===== config.mk =====
export PLATFORM = sky130hd
export DESIGN_NAME = machine_mode_trap_unit_top
export DESIGN_NICKNAME = d
export VERILOG_FILES = /design/src/hw/rtl/mmtu_pkg.sv /design/src/hw/rtl/mmtu_trap_ctrl.sv /design/src/hw/rtl/machine_mode_trap_unit_top.sv
export SDC_FILE = /design/constraint.sdc
export NUM_CORES = 1
export LEC_CHECK = 0
export BUFFER_PORTS_ARGS = -buffer_cell sky130_fd_sc_hd__buf_2
export CAP_MARGIN = 5
export CORE_MARGIN = 2
export CORE_UTILIZATION = 27
export DETAILED_ROUTE_END_ITERATION = 6
export SYNTH_ARGS = -nofsm -noshare
export SYNTH_HDL_FRONTEND = slang
export SYNTH_HIERARCHICAL = 1
export SYNTH_SLANG_ARGS = --single-unit

===== constraint.sdc =====
create_clock -name clk -period 7 [get_ports clk]
set_input_delay 1.4 -clock clk [delete_from_list [all_inputs] [get_ports clk]]
set_output_delay 1.4 -clock clk [all_outputs]
set_load 0.005 [all_outputs]

===== src/hw/rtl/mmtu_pkg.sv =====
// ----------------------------------------------------------------------------
// mmtu_pkg
// Types and constants shared by the machine-mode trap unit modules.
// ----------------------------------------------------------------------------
package mmtu_pkg;

  // Event kinds carried in the request tuser field.
  typedef enum logic [2:0] {
    OP_ECALL       = 3'd0,
    OP_ILLEGAL     = 3'd1,
    OP_LOAD_FAULT  = 3'd2,
    OP_STORE_FAULT = 3'd3,
    OP_FETCH_FAULT = 3'd4,
    OP_INTERRUPT   = 3'd5,
    OP_MRET        = 3'd6,
    OP_UNKNOWN     = 3'd7
  } opcode_t;

  // Result codes returned with every event.
  typedef enum logic [2:0] {
    RES_HANDLED      = 3'd0,
    RES_ECALL_HOST   = 3'd1,
    RES_ILLEGAL_HOST = 3'd2,
    RES_FAULT_HOST   = 3'd3,
    RES_UNIMPL       = 3'd4
  } result_code_t;

  // Configuration register indexes.
  localparam logic CFG_TRAP_OPTIONS = 1'b0;
  localparam logic CFG_TRAP_VECTOR  = 1'b1;

  // Option bits that hand an event kind to the host.
  localparam int OPT_ECALL   = 0;
  localparam int OPT_ILLEGAL = 1;
  localparam int OPT_LDST    = 2;
  localparam int OPT_FETCH   = 3;

  // Privilege levels.
  localparam logic [1:0] LEVEL_USER    = 2'd0;
  localparam logic [1:0] LEVEL_MACHINE = 2'd3;

  // Synchronous exception cause codes.
  localparam logic [3:0] CAUSE_FETCH_MISALIGNED = 4'd0;
  localparam logic [3:0] CAUSE_FETCH_FAULT      = 4'd1;
  localparam logic [3:0] CAUSE_ILLEGAL          = 4'd2;
  localparam logic [3:0] CAUSE_LOAD_MISALIGNED  = 4'd4;
  localparam logic [3:0] CAUSE_LOAD_FAULT       = 4'd5;
  localparam logic [3:0] CAUSE_STORE_MISALIGNED = 4'd6;
  localparam logic [3:0] CAUSE_STORE_FAULT      = 4'd7;
  localparam logic [1:0] CAUSE_ECALL_HI         = 2'b10;

  localparam int TDATA_IN_W  = 144;
  localparam int TDATA_OUT_W = 144;

  // One event as held in the input register.
  typedef struct packed {
    opcode_t     opcode;
    logic [63:0] current_pc;
    logic [63:0] fault_value;
    logic        misaligned;
    logic [7:0]  fault_code;
    logic [5:0]  interrupt_number;
  } event_t;

  // One result as held in the output register.
  typedef struct packed {
    result_code_t result_code;
    logic [63:0]  next_pc;
    logic         redirect;
    logic         interrupts_enabled;
    logic [7:0]   host_fault_code;
    logic [1:0]   current_level;
    logic [63:0]  recorded_cause;
  } result_t;

  // Configuration seen by the trap logic.
  typedef struct packed {
    logic [3:0]  trap_options;
    logic [63:0] trap_vector;
  } trap_cfg_t;

endpackage


===== src/hw/rtl/mmtu_trap_ctrl.sv =====
// ----------------------------------------------------------------------------
// mmtu_trap_ctrl
// Machine-mode trap state and the combinational event resolution logic.
// ----------------------------------------------------------------------------
module mmtu_trap_ctrl (
  input  logic               clk,
  input  logic               rst,
  input  logic               fire,
  input  mmtu_pkg::event_t   ev,
  input  mmtu_pkg::trap_cfg_t cfg,
  output mmtu_pkg::result_t  res
);
  import mmtu_pkg::*;

  // Architectural trap state.
  logic [1:0]  priv_level, priv_level_next;
  logic        irq_enable, irq_enable_next;
  logic        prev_irq_enable, prev_irq_enable_next;
  logic [1:0]  prev_level, prev_level_next;
  logic [63:0] trap_cause, trap_cause_next;
  logic [63:0] exception_pc, exception_pc_next;
  logic [63:0] trap_value, trap_value_next;

  logic        take;
  logic        is_int;
  logic [3:0]  sync_cause;
  logic [63:0] cause;
  logic [63:0] vec_base;
  logic [63:0] vec_offset;
  logic [63:0] target;

  // Trap target: masked base, plus four times the cause for vectored interrupts.
  assign is_int     = (ev.opcode == OP_INTERRUPT);
  assign vec_base   = {cfg.trap_vector[63:2], 2'b00};
  assign vec_offset = (is_int && cfg.trap_vector[0]) ?
                      {56'd0, ev.interrupt_number, 2'b00} : 64'd0;
  assign target     = vec_base + vec_offset;
  assign cause      = is_int ? {1'b1, 57'd0, ev.interrupt_number} : {60'd0, sync_cause};

  // Decide the event outcome and the next trap state.
  always_comb begin
    take                 = 1'b0;
    sync_cause           = CAUSE_ILLEGAL;
    priv_level_next      = priv_level;
    irq_enable_next      = irq_enable;
    prev_irq_enable_next = prev_irq_enable;
    prev_level_next      = prev_level;
    trap_cause_next      = trap_cause;
    exception_pc_next    = exception_pc;
    trap_value_next      = trap_value;
    res.result_code      = RES_HANDLED;
    res.next_pc          = 64'd0;
    res.redirect         = 1'b0;
    res.host_fault_code  = 8'd0;

    case (ev.opcode)
      OP_ECALL: begin
        sync_cause = {CAUSE_ECALL_HI, priv_level};
        if (cfg.trap_options[OPT_ECALL]) res.result_code = RES_ECALL_HOST;
        else take = 1'b1;
      end
      OP_ILLEGAL: begin
        sync_cause = CAUSE_ILLEGAL;
        if (cfg.trap_options[OPT_ILLEGAL]) res.result_code = RES_ILLEGAL_HOST;
        else take = 1'b1;
      end
      OP_LOAD_FAULT, OP_STORE_FAULT: begin
        if (ev.opcode == OP_LOAD_FAULT)
          sync_cause = ev.misaligned ? CAUSE_LOAD_MISALIGNED : CAUSE_LOAD_FAULT;
        else
          sync_cause = ev.misaligned ? CAUSE_STORE_MISALIGNED : CAUSE_STORE_FAULT;
        if (cfg.trap_options[OPT_LDST]) begin
          res.result_code     = RES_FAULT_HOST;
          res.host_fault_code = ev.fault_code;
        end else begin
          take = 1'b1;
        end
      end
      OP_FETCH_FAULT: begin
        sync_cause = ev.misaligned ? CAUSE_FETCH_MISALIGNED : CAUSE_FETCH_FAULT;
        if (cfg.trap_options[OPT_FETCH]) begin
          res.result_code     = RES_FAULT_HOST;
          res.host_fault_code = ev.fault_code;
        end else begin
          take = 1'b1;
        end
      end
      OP_INTERRUPT: begin
        take = 1'b1;
      end
      OP_MRET: begin
        // Return is only legal from machine level.
        if (priv_level == LEVEL_MACHINE) begin
          irq_enable_next      = prev_irq_enable;
          prev_irq_enable_next = 1'b1;
          priv_level_next      = prev_level;
          prev_level_next      = LEVEL_USER;
          res.next_pc          = exception_pc;
          res.redirect         = 1'b1;
        end else begin
          res.result_code = RES_UNIMPL;
        end
      end
      default: begin
        res.result_code = RES_UNIMPL;
      end
    endcase

    // Trap entry records the event and moves to machine level.
    if (take) begin
      trap_cause_next      = cause;
      exception_pc_next    = ev.current_pc;
      trap_value_next      = ev.fault_value;
      prev_irq_enable_next = irq_enable;
      irq_enable_next      = 1'b0;
      prev_level_next      = priv_level;
      priv_level_next      = LEVEL_MACHINE;
      res.next_pc          = target;
      res.redirect         = 1'b1;
    end

    res.interrupts_enabled = irq_enable_next;
    res.current_level      = priv_level_next;
    res.recorded_cause     = trap_cause_next;
  end

  // State registers update when the event moves to the output register.
  always_ff @(posedge clk) begin
    if (rst) begin
      priv_level      <= LEVEL_MACHINE;
      irq_enable      <= 1'b0;
      prev_irq_enable <= 1'b0;
      prev_level      <= LEVEL_USER;
      trap_cause      <= 64'd0;
      exception_pc    <= 64'd0;
      trap_value      <= 64'd0;
    end else if (fire) begin
      priv_level      <= priv_level_next;
      irq_enable      <= irq_enable_next;
      prev_irq_enable <= prev_irq_enable_next;
      prev_level      <= prev_level_next;
      trap_cause      <= trap_cause_next;
      exception_pc    <= exception_pc_next;
      trap_value      <= trap_value_next;
    end
  end

endmodule


===== src/hw/rtl/machine_mode_trap_unit_top.sv =====
// ----------------------------------------------------------------------------
// machine_mode_trap_unit_top
// Machine-mode trap entry and mret handling for a RISC-V core.
// ----------------------------------------------------------------------------
// Usage:
//   Events enter on the s_axis channel (kind in s_tuser, operands in s_tdata)
//   and one result leaves on the m_axis channel for every event, in order.
//   The trap options and trap vector are written through the cfg channel,
//   which is always ready; write it only while no event is in flight.
// Datapath and throughput:
//   An event is captured in an input register, resolved by one level of
//   decode and a 64-bit vector add, and lands in the output register.
//   One event per cycle is sustained while m_tready stays high, since the
//   trap state updates in the same cycle as the result is registered.
// Reset:
//   rst clears both stages, the configuration registers and the trap state
//   (machine level, interrupts disabled, recorded registers zero).
// Stalls:
//   While m_tready is low the result holds; the input register still takes
//   one more request, then s_tready drops until the output drains.
// ----------------------------------------------------------------------------
module machine_mode_trap_unit_top (
  input  logic                              clk,
  input  logic                              rst,
  // Event requests.
  input  logic                              s_tvalid,
  output logic                              s_tready,
  // [63:0] current_pc, [127:64] fault_value, [128] misaligned,
  // [136:129] fault_code, [142:137] interrupt_number, [143] zero
  input  logic [mmtu_pkg::TDATA_IN_W-1:0]   s_tdata,
  // [2:0] opcode
  input  logic [2:0]                        s_tuser,
  // Results.
  output logic                              m_tvalid,
  input  logic                              m_tready,
  // [63:0] next_pc, [64] redirect, [65] interrupts_enabled,
  // [73:66] host_fault_code, [75:74] current_level,
  // [139:76] recorded_cause, [143:140] zero
  output logic [mmtu_pkg::TDATA_OUT_W-1:0]  m_tdata,
  // [2:0] result_code
  output logic [2:0]                        m_tuser,
  // Configuration writes.
  input  logic                              cfg_valid,
  output logic                              cfg_ready,
  input  logic                              cfg_index,
  input  logic [63:0]                       cfg_data
);
  import mmtu_pkg::*;

  logic      in_valid;
  event_t    in_item;
  logic      fire;
  result_t   res;
  result_t   out_item;
  trap_cfg_t cfg;

  // Input stage advances whenever the output register is free or draining.
  assign fire      = in_valid && (!m_tvalid || m_tready);
  assign s_tready  = !in_valid || fire;
  assign cfg_ready = 1'b1;

  // Configuration registers.
  always_ff @(posedge clk) begin
    if (rst) begin
      cfg.trap_options <= 4'd0;
      cfg.trap_vector  <= 64'd0;
    end else if (cfg_valid) begin
      case (cfg_index)
        CFG_TRAP_OPTIONS: cfg.trap_options <= cfg_data[3:0];
        CFG_TRAP_VECTOR:  cfg.trap_vector  <= cfg_data;
        default: ;
      endcase
    end
  end

  // Input register.
  always_ff @(posedge clk) begin
    if (rst) begin
      in_valid <= 1'b0;
    end else if (s_tready) begin
      in_valid <= s_tvalid;
    end
  end

  always_ff @(posedge clk) begin
    if (s_tvalid && s_tready) begin
      in_item.opcode           <= opcode_t'(s_tuser);
      in_item.current_pc       <= s_tdata[63:0];
      in_item.fault_value      <= s_tdata[127:64];
      in_item.misaligned       <= s_tdata[128];
      in_item.fault_code       <= s_tdata[136:129];
      in_item.interrupt_number <= s_tdata[142:137];
    end
  end

  mmtu_trap_ctrl u_trap_ctrl (
    .clk (clk),
    .rst (rst),
    .fire(fire),
    .ev  (in_item),
    .cfg (cfg),
    .res (res)
  );

  // Output register.
  always_ff @(posedge clk) begin
    if (rst) begin
      m_tvalid <= 1'b0;
    end else if (fire) begin
      m_tvalid <= 1'b1;
    end else if (m_tready) begin
      m_tvalid <= 1'b0;
    end
  end

  always_ff @(posedge clk) begin
    if (fire) begin
      out_item <= res;
    end
  end

  assign m_tuser = out_item.result_code;
  assign m_tdata = {4'd0,
                    out_item.recorded_cause,
                    out_item.current_level,
                    out_item.host_fault_code,
                    out_item.interrupts_enabled,
                    out_item.redirect,
                    out_item.next_pc};

endmodule

==> flow_metrics.tcl <==
set metrics [dict create \
    drv_slew 0 \
    finalClockSkew_ns 0.0224 \
    cts.sinks 428 \
    initialDrtViolationCount 776 \
    grt_first_pass_wirelength_mm 67.6 \
    cts-root-buf "clkbuf_16" \
    cts_hold_buf 0 \
    critPathMaxStageDelay_ns 0.54 \
    fin_ws_ns 2.92 \
    die_area_sq_um 64400 \
    drt_pass1_iterations 5 \
    clock_latency_ns 0.57 \
    initial_utilization_pct 27.3 \
    tns_ns 0 \
    die_w_um 254 \
    fmax_ghz 0.245 \
    ioPinCount 367 \
    die_h_um 254 \
    clock_path_buffers 3 \
    cts_tree "yes" \
    cts_max_level 2 \
    wl_per_cell_um 17.4 \
    syn_area_sq_um 16800 \
    preCtsSetupSlack_ns 2.51 \
    portBuffers 296 \
    dpl.hpwl_mm 30.2 \
    num_rows 91 \
    vdd_drop_max_uv 162 \
    hold_violations 0 \
    crit_type "reg -> reg" \
    crit_arrival_ns 4.35 \
    layout-drive-gt1-share_pct 23.8 \
    start_kind "flop" \
    synthCells 1493 \
    cts_made_buffers 47 \
    drc 0 \
    syn_to_final_growth_pct 22.7 \
    outcome "completed" \
    grt_usage_pct 13.7 \
    antenna_found_initial 8 \
    cp_max_fo 13 \
    grt_overflow 0 \
    post_cts_resized 0 \
    drt.antenna.violating_nets 0 \
    crit_required_ns 7.27 \
    grt_pass1_vias 11200 \
    via_per_inst 4.50 \
    crit_chain "nor2b_1, and2_1, and3_1, ha_1, fa_1, a21o_1, a221o_1, nand3_1, nor4_2, xnor2_1, o21ai_0" \
    routabilityCongestion 0.769 \
    num-nets-final 1979 \
    finalSetupViolations 0 \
    slowest_stage "edfxtp_1" \
    avgSynthCellArea_sq_um 11.3 \
    cts.clk_slew.worst_paths_ns 0.06 \
    core_sq_um 61700 \
    grt_max_degree 126 \
    vias 11900 \
    totalWireLength_mm 45.8 \
    p_leak_nw 7.62 \
    maxSlewHeadroom_pct 17.4 \
    yosysWarningCount 6 \
    rsz0062_at_grt "no" \
    power.density_nw_per_um2 274 \
    max_slew.worst_pin.slew_ns 1.24 \
    cts_setup_buffers 0 \
    hp-class "reg -> reg" \
    endpoint_kind "flop" \
    fin_crit_ns 4.08 \
    cap_violations 0 \
    fill_cells 6285 \
    min_period_over_period_pct 58.3 \
]
## metal layers
metal  track usage [%]  share of wire (%)
met3              3.26                7.2
met4              3.95                2.4
met2              21.1                 44
met5                 0              0.089
met1              19.3                 46
## where the power goes
part           switching (mW)  internal [mW]  leakage, nW  total (mW)
registers              0.0525           2.75         3.81        2.80
logic                   0.218          0.120         3.05       0.337
clock network            1.01           1.50        0.762        2.51
## layout make-up
type / instances / area [sq um] / area share [%]
Multi-Input combinational cell: 957 / 5560 / 26.9
Inverter: 11 / 41.3 / 0.200
Sequential cell: 428 / 10800 / 52.4
Timing Repair Buffer: 310 / 1600 / 7.74
Clock buffer: 63 / 1310 / 6.34
Antenna cell: 5 / 12.5 / 0.0606
Clock inverter: 24 / 262 / 1.27
Tap cell: 837 / 1050 / 5.07
## metrics by stage
step | hold WS (ns) | instance area, sq um | utilization [%] | power [mW] | cells
2_1_floorplan | 0.421 | 16800 | - | 3.04 | 1496
4_1_cts | 0.453 | 20600 | 33.4 | 5.74 | 2630
3_5_place_dp | 0.435 | 19100 | 30.9 | 3.20 | 2543
5_1_grt | 0.463 | 20600 | 33.4 | 5.87 | 2630
3_3_place_gp | 0.433 | 19100 | 30.9 | 3.19 | 2543
6_report | 0.447 | 20700 | 33.5 | 5.65 | 2635
## state kept, by name, summed over array words and instances (netlist names)
signal,flops
m_tdata,140
in_item,82
cfg,67
u_trap_ctrl/exception_pc,64
u_trap_ctrl/trap_cause,64
m_tuser,3
u_trap_ctrl/prev_level,2
u_trap_ctrl/priv_level,2
in_valid,1
m_tvalid,1
u_trap_ctrl/irq_enable,1
u_trap_ctrl/prev_irq_enable,1
## cell usage in the layout (no fill, tap or decap), types with 35 or more instances in the layout
cell	count
nand2_1	224
nand3_1	92
buf_2	293
dfxtp_1	203
a21oi_1	136
nor2_1	36
xnor2_1	35
clkbuf_16	49
and2_1	128
edfxtp_1	225
o21ai_0	69
## worst max-delay path, delay by kind of cell (launching register included)
family / cells / cell delay, ns
and+or+nand+nor: 5 / 1.83
xor gates and xnor gates: 1 / 0.21
DFF: 1 / 0.54
AOI/OAI and AO/OA: 3 / 0.78
adders and majority gates: 2 / 0.42
## final timing paths
path                                                 start                         end  slack (ns)  depth (start not counted)
worst max register to register                in_item[144]                 m_tdata[58]        2.92                         11
worst min register to register  u_trap_ctrl/trap_cause[29]  u_trap_ctrl/trap_cause[29]        0.45                          1
worst max-delay path                          in_item[144]                 m_tdata[58]        2.92                         11
worst min-delay path            u_trap_ctrl/trap_cause[29]  u_trap_ctrl/trap_cause[29]        0.45                          1
Power figures use the tool's default switching activity.
